--- src/design/lca_pkg.sv ---
// Shared types, constants and the life rule for the cellular automaton grid.
package lca_pkg;

  localparam int unsigned ROWS_DEF = 16;
  localparam int unsigned COLS_DEF = 32;

  localparam int unsigned OP_W  = 2;
  localparam int unsigned ROW_W = 4;
  localparam int unsigned COL_W = 5;
  localparam int unsigned CNT_W = 4;

  localparam logic [CNT_W-1:0] BIRTH_CNT   = CNT_W'(3);
  localparam logic [CNT_W-1:0] SURVIVE_CNT = CNT_W'(2);

  typedef enum logic [OP_W-1:0] {
    OP_WRITE = 2'd0,
    OP_STEP  = 2'd1,
    OP_READ  = 2'd2
  } op_e;

  // Per-row-cell command for the current cycle.
  typedef struct packed {
    logic wr_en;
    logic step_en;
    logic cell_in;
  } cell_ctrl_t;

  // B3/S23: born with exactly three neighbors, survives with two or three.
  function automatic logic life_rule(input logic alive, input logic [CNT_W-1:0] cnt);
    return (cnt == BIRTH_CNT) || (alive && (cnt == SURVIVE_CNT));
  endfunction

endpackage

--- src/design/lca_row_cell.sv ---
// One board row: holds its cells and computes its next generation from its neighbors.
module lca_row_cell #(
  parameter int unsigned COLS = lca_pkg::COLS_DEF
) (
  input  logic                     clk_i,
  input  logic                     rst_ni,
  input  lca_pkg::cell_ctrl_t      ctrl_i,
  input  logic [lca_pkg::COL_W-1:0] col_i,
  input  logic [COLS-1:0]          up_i,
  input  logic [COLS-1:0]          dn_i,
  output logic [COLS-1:0]          row_o,
  output logic                     rd_bit_o
);
  import lca_pkg::*;

  logic [COLS-1:0]   row_q, row_d;
  logic [COLS-1:0]   col_hit;
  logic [COLS-1:0]   next_gen;
  logic [COLS+1:0]   pad_up, pad_mid, pad_dn;
  logic [CNT_W-1:0]  cnt;

  assign pad_up  = {1'b0, up_i, 1'b0};
  assign pad_mid = {1'b0, row_q, 1'b0};
  assign pad_dn  = {1'b0, dn_i, 1'b0};

  // Column c of the row sits at index c+1 of the padded vectors; the pad bits
  // stand for the dead cells beyond the left and right edges.
  always_comb begin
    next_gen = '0;
    col_hit  = '0;
    cnt      = '0;
    for (int c = 0; c < COLS; c++) begin
      col_hit[c] = (32'(col_i) == c);
      cnt = CNT_W'(pad_up[c]) + CNT_W'(pad_up[c+1]) + CNT_W'(pad_up[c+2])
          + CNT_W'(pad_mid[c]) + CNT_W'(pad_mid[c+2])
          + CNT_W'(pad_dn[c]) + CNT_W'(pad_dn[c+1]) + CNT_W'(pad_dn[c+2]);
      next_gen[c] = life_rule(row_q[c], cnt);
    end
  end

  always_comb begin
    row_d = row_q;
    if (ctrl_i.step_en) begin
      row_d = next_gen;
    end else if (ctrl_i.wr_en) begin
      row_d = (row_q & ~col_hit) | (col_hit & {COLS{ctrl_i.cell_in}});
    end
  end

  always_ff @(posedge clk_i or negedge rst_ni) begin
    if (!rst_ni) begin
      row_q <= '0;
    end else begin
      row_q <= row_d;
    end
  end

  assign row_o    = row_q;
  assign rd_bit_o = |(row_q & col_hit);

endmodule

--- config.mk ---
export PLATFORM = sky130hd
export DESIGN_NAME = lca_row_cell
export DESIGN_NICKNAME = d
export VERILOG_FILES = /design/src/design/lca_pkg.sv /design/src/design/lca_row_cell.sv
export SDC_FILE = /design/constraint.sdc
export NUM_CORES = 1
export LEC_CHECK = 0
export ABC_CLOCK_PERIOD_IN_PS = 2790
export BUFFER_PORTS_ARGS = -buffer_cell sky130_fd_sc_hd__clkbuf_2
export CORE_AREA = 2 2 117 119
export CTS_BUF_LIST = sky130_fd_sc_hd__clkbuf_8
export DETAILED_ROUTE_END_ITERATION = 10
export DIE_AREA = 0 0 119 121
export PLACE_DENSITY = 0.86
export RECOVER_POWER = 100
export SETUP_SLACK_MARGIN = 0.2
export SLEW_MARGIN = 40
export SYNTH_ARGS = -nofsm -noshare
export SYNTH_HDL_FRONTEND = slang
export SYNTH_SLANG_ARGS = --single-unit
--- constraint.sdc ---
create_clock -name clk_i -period 2.79 [get_ports clk_i]
set_clock_uncertainty 0.05 [all_clocks]
set_input_delay 0.4185 -clock clk_i [delete_from_list [all_inputs] [get_ports clk_i]]
set_output_delay 0.4185 -clock clk_i [all_outputs]
set_load 0.1 [all_outputs]
* Word level (Yosys, flattened, before mapping)
Index checks and enable logic that the tools add are counted.
** Word-level totals
- Register bits :: 32
- Bits in latches :: 0
- RAM bits :: 0
- ROM bits :: 0
- Input bits :: 74
- Output and inout bits :: 33
- Memories :: 0
** Cells by class
- Add/subtract/negate cells :: 217
- Multipliers :: 0
- Div/mod/pow operators :: 0
- Order comparisons :: 0
- Equality and inequality tests :: 95
- Shifts and indexed selects :: 0
- Multiplexer cells :: 2
- Bitwise logic cells :: 5
- Reductions and logical operators :: 67
** Operators with widths (count)
- $add A4 B1 Y4 :: 124
- $eq A4 B2 Y1 const B :: 64
- $add A3 B1 Y4 :: 31
- $and A32 B32 Y32 :: 3
- $add A2 B1 Y3 :: 31
- $eq A5 B5 Y1 const B :: 16
- $mux W32 :: 2
- $add A1 B1 Y2 :: 31
- $eq A5 B4 Y1 const B :: 8
- $logic_and A1 B1 Y1 :: 32
- $logic_or A1 B1 Y1 :: 32
- $not A32 Y32 :: 1
- $or A32 B32 Y32 :: 1
- $reduce_or A32 Y1 :: 1
- $eq A5 B3 Y1 const B :: 4
- $eq A5 B2 Y1 const B :: 2
- $eq A5 B1 Y1 const B :: 1
- $logic_not A5 Y1 :: 1
- $reduce_bool A2 Y1 :: 1

* Logic depth before layout (Yosys ltp)
- Depth after elaboration :: 11
- Mapped depth :: 11

* Least setup slack after synthesis
No wires, ideal clock.
- Path type :: register to output
- From :: register (tool-made name)
- To :: output port rd_bit_o
- Data arrival time :: 3.184 ns
- Required time :: 2.322 ns
- Path slack :: -0.862 ns
- Cell stages (with the launch flop) :: 6
- Cell sequence :: dfrtp_1 -> inv_1 -> o31a_1 -> o22ai_1 -> a221oi_1 -> o2111ai_1
** RTL lines
- to (decl) :: line lca_row_cell.sv:12 : output logic rd_bit_o

==> results.tsv <==
metric	value	unit
outcome	finished with violations	
failing checks	max-capacitance violations, max-slew violations, negative setup slack	
hold path cells	2	
number of optimization iterations in the first detailed-route pass	5	
number of H-tree levels	2	
area after detailed placement	8710	um2
largest driver fanout on the critical path	2	
required time at the endpoint of the critical path	2.95	ns
number of buffers between clock root and the deepest sink	2	
crit path max-delay cell type	sky130_fd_sc_hd__fa_1	
drt drc	0	
routed wire length on met2	10000	um
longest individual stage delay on the worst path	0.57	ns
length of routed wiring on met1	7640	um
io pins	107	
proportion of register bits with asynchronous set or reset after synthesis	100	%
mean number of vias per cell	5.52	
proportion of power drawn by the clock network	6.2	%
pin count of the biggest net entering global routing	65	
CTS sink count	32	
gr ovfl total	0	
number of fill cells in the layout	911	
post-route minimum period	2.93	ns
detailed-route via count	6321	
static leakage	4.57	nW
most common cell after layout, fill and taps aside	sky130_fd_sc_hd__inv_1	
number of antenna violations at the first check in global routing	0	
amount of wire on met3 after detailed routing	816	um
total non-filler cell area in the finished layout	9320	um2
slew at the pin closest to its max-slew limit	1.90	ns
sequential cell area fraction in the yosys report	11.2	%
Routed WL per cell	16.7	um
Synth warnings	0	
number of buffers added by the clock tree synthesis step	5	
count of nets left with antenna violations after detail routing	0	
max-slew violation total from the final report	33	
number of cells traversed by the worst register-to-register path	10	
Max rail drop VDD	0.000579	V
ordered list of cells on the worst path	clkbuf_2, inv_1, fa_1, fa_1, fa_1, inv_1, ha_2, fa_2, o2111ai_1, o21ai_1	
proportion of total power due to net switching	56.1	%
Final nets	1258	
unrepaired setup endpoints after global routing	yes	
number of global-route vias before repair	6704	
HP Class	flop to flop	
logic gate share of total power	83.5	%
final antenna diode count	0	
share of final-layout standard cells stronger than drive strength 1	37.2	%
primary flip-flop cell chosen by synthesis mapping	sky130_fd_sc_hd__dfrtp_1	
Arrival @ worst endpoint	3.10	ns
nature of the critical path startpoint	input port	
Overall Global Routing Usage	26.8	%
Seq cells post-synth	32	
total power per unit cell area	794	nW/um2
worst max-slew margin expressed relative to the limit	-26.8	%
total detailed-routing wirelength	19100	um
signed area change from the synthesized netlist to the final layout	30.7	%
starting density of the core	54.5	%
syn_nets	1059	
post-layout worst setup margin	-0.143	ns
number of buffers inserted by hold repair at cts	0	
NetSw	4.15	mW
utilization after layout	71.2	%
Sequential cell area	837	um2
half-perimeter wire length after placement	15200	um
internal power summed over all cells	3.25	mW
Critical Path End Type	flop	
number of buffers added on ports	106	
Syn Area/Cell	9.27	um2
horizontal die dimension	119	um
worst-skew pair later-pin latency	0.29	ns
sequential share of power	10.3	%
endpoints failing hold	0	
Final setup violation count	29	
distinct cell type count after synthesis	43	
multi-input combinational cell area	5820	um2
Post-Syn Instances	769	
routability congestion estimate from global placement	0.951	
DRC violation total after the first TritonRoute iteration	324	
Die Area	14400	um2
Post-synth EDFFs	0	
synthesized cell area	7130	um2
Max Clock Freq	0.341	GHz
total number of placement rows	42	
cell occurring most often along the worst timing path	sky130_fd_sc_hd__fa_1	
uppermost layer routed	met4	
wire length of the first global-routing pass	31100	um
number of violations of the max-capacitance limit	1	
clock tree from TritonCTS	yes	
Clk pin slew, worst setup/hold paths	0.08	ns
total core area	13100	um2
leading cell types in the layout, fill and taps excluded	173 x sky130_fd_sc_hd__inv_1, 101 x sky130_fd_sc_hd__buf_4, 93 x sky130_fd_sc_hd__fa_1, 66 x sky130_fd_sc_hd__ha_1, 54 x sky130_fd_sc_hd__clkbuf_2	
Die Height	121	um
clock tree root driver cell	sky130_fd_sc_hd__clkbuf_8	
critical setup path kind	input port to flop	
fraction of the cycle the final worst path needs	105	%
==> metrics by stage <==
stage | setup WS [ns] | instances | hold slack, ns | setup TNS, ns | power [mW]
2_1_floorplan | -0.227 | 769 | 0.0729 | -6.34 | 4.74
3_3_place_gp | -0.443 | 1133 | 0.522 | -11.75 | 5.87
3_5_place_dp | -0.569 | 1133 | 0.386 | -14.13 | 6.25
4_1_cts | -0.168 | 1144 | 0.0768 | -3.09 | 7.00
5_1_grt | -0.224 | 1145 | 0.585 | -4.75 | 8.11
6_report | -0.143 | 1145 | 0.566 | -2.29 | 7.40
==> power groups by stage <==
stage | clock network [mW] | logic [mW] | registers, mW
floorplan | 0 | 2.94 | 1.81
CTS | 0.459 | 5.79 | 0.755
global placement | 0 | 5.12 | 0.755
finish | 0.458 | 6.18 | 0.765
detailed placement | 0 | 5.49 | 0.764
global route | 0.474 | 6.86 | 0.780
==> worst paths after layout <==
path                               start         to  slack [ns]
min in group asynchronous         rst_ni  async pin        0.59
worst min-delay path                flop       flop        0.57
worst max-delay path            dn_i[22]       flop       -0.14
max in group asynchronous         rst_ni  async pin        0.85
worst max register to register      flop       flop        0.12
worst min register to register      flop       flop        0.57
==> area by class of cell <==
type                            count  area share, %
Inverter                          221           9.37
Clock buffer                        5          0.739
Timing Repair Buffer              213           15.6
Multi-Input combinational cell    495           62.5
Sequential cell                    32           8.98
Tap cell                          176           2.36
Clock inverter                      3          0.416
==> synthesized netlist by cell type, types with 3 or more instances <==
cell type | n | share of area [%]
sky130_fd_sc_hd__nor2_1 | 9 | 0.47
sky130_fd_sc_hd__dfrtp_1 | 32 | 11
sky130_fd_sc_hd__mux2i_1 | 32 | 4.5
sky130_fd_sc_hd__nand3_1 | 43 | 3.0
sky130_fd_sc_hd__o21ai_0 | 59 | 4.1
sky130_fd_sc_hd__o31ai_1 | 5 | 0.53
sky130_fd_sc_hd__fa_1 | 124 | 35
sky130_fd_sc_hd__o2111ai_1 | 30 | 3.7
sky130_fd_sc_hd__nand2_1 | 16 | 0.84
sky130_fd_sc_hd__a31oi_1 | 5 | 0.44
sky130_fd_sc_hd__nand4_1 | 7 | 0.61
sky130_fd_sc_hd__ha_1 | 92 | 16
sky130_fd_sc_hd__and2_1 | 3 | 0.26
sky130_fd_sc_hd__nor3_1 | 5 | 0.35
sky130_fd_sc_hd__clkbuf_1 | 13 | 0.68
sky130_fd_sc_hd__a21oi_1 | 35 | 2.5
sky130_fd_sc_hd__nor2b_1 | 3 | 0.26
sky130_fd_sc_hd__buf_2 | 6 | 0.42
sky130_fd_sc_hd__o22ai_1 | 3 | 0.26
sky130_fd_sc_hd__inv_1 | 221 | 12
sky130_fd_sc_hd__nand2b_1 | 3 | 0.26
==> worst max-delay path: cells and delay by family <==
| kind | cells | cell delay [ns] |
|---|---|---|
| AO/OA/AOI/OAI | 2 | 0.27 |
| adder cells (fa/ha/maj) | 5 | 2.21 |
| buffers and inverters | 3 | 0.19 |
==> metal layers <==
layer  global-route usage (%)  vias to the layer above
met2                     49.0                      215
met4                     8.41                        0
li1                         -                     2927
met3                     2.40                       60
met1                     33.7                     3119
met5                        0                        -
==> cell families (layout without fill, tap and decap cells) <==
kind of cell | Yosys count | in the layout | share of synthesized area (%)
muxes | 33 | 33 | 4.81
DFF | 32 | 32 | 11.2
adders and majority gates | 216 | 216 | 51.0
buffers and inverters | 242 | 442 | 13.0
AOI/OAI and AO/OA | 150 | 150 | 13.2
and+or+nand+nor | 96 | 96 | 6.84
==> timing repair <==
item,in CTS,in global routing
endpoints found under the setup margin,31,31
resized for setup,101,103
buffers inserted,3,1
pin swaps,35,31
No activity file was read; power rests on OpenSTA's default activity.
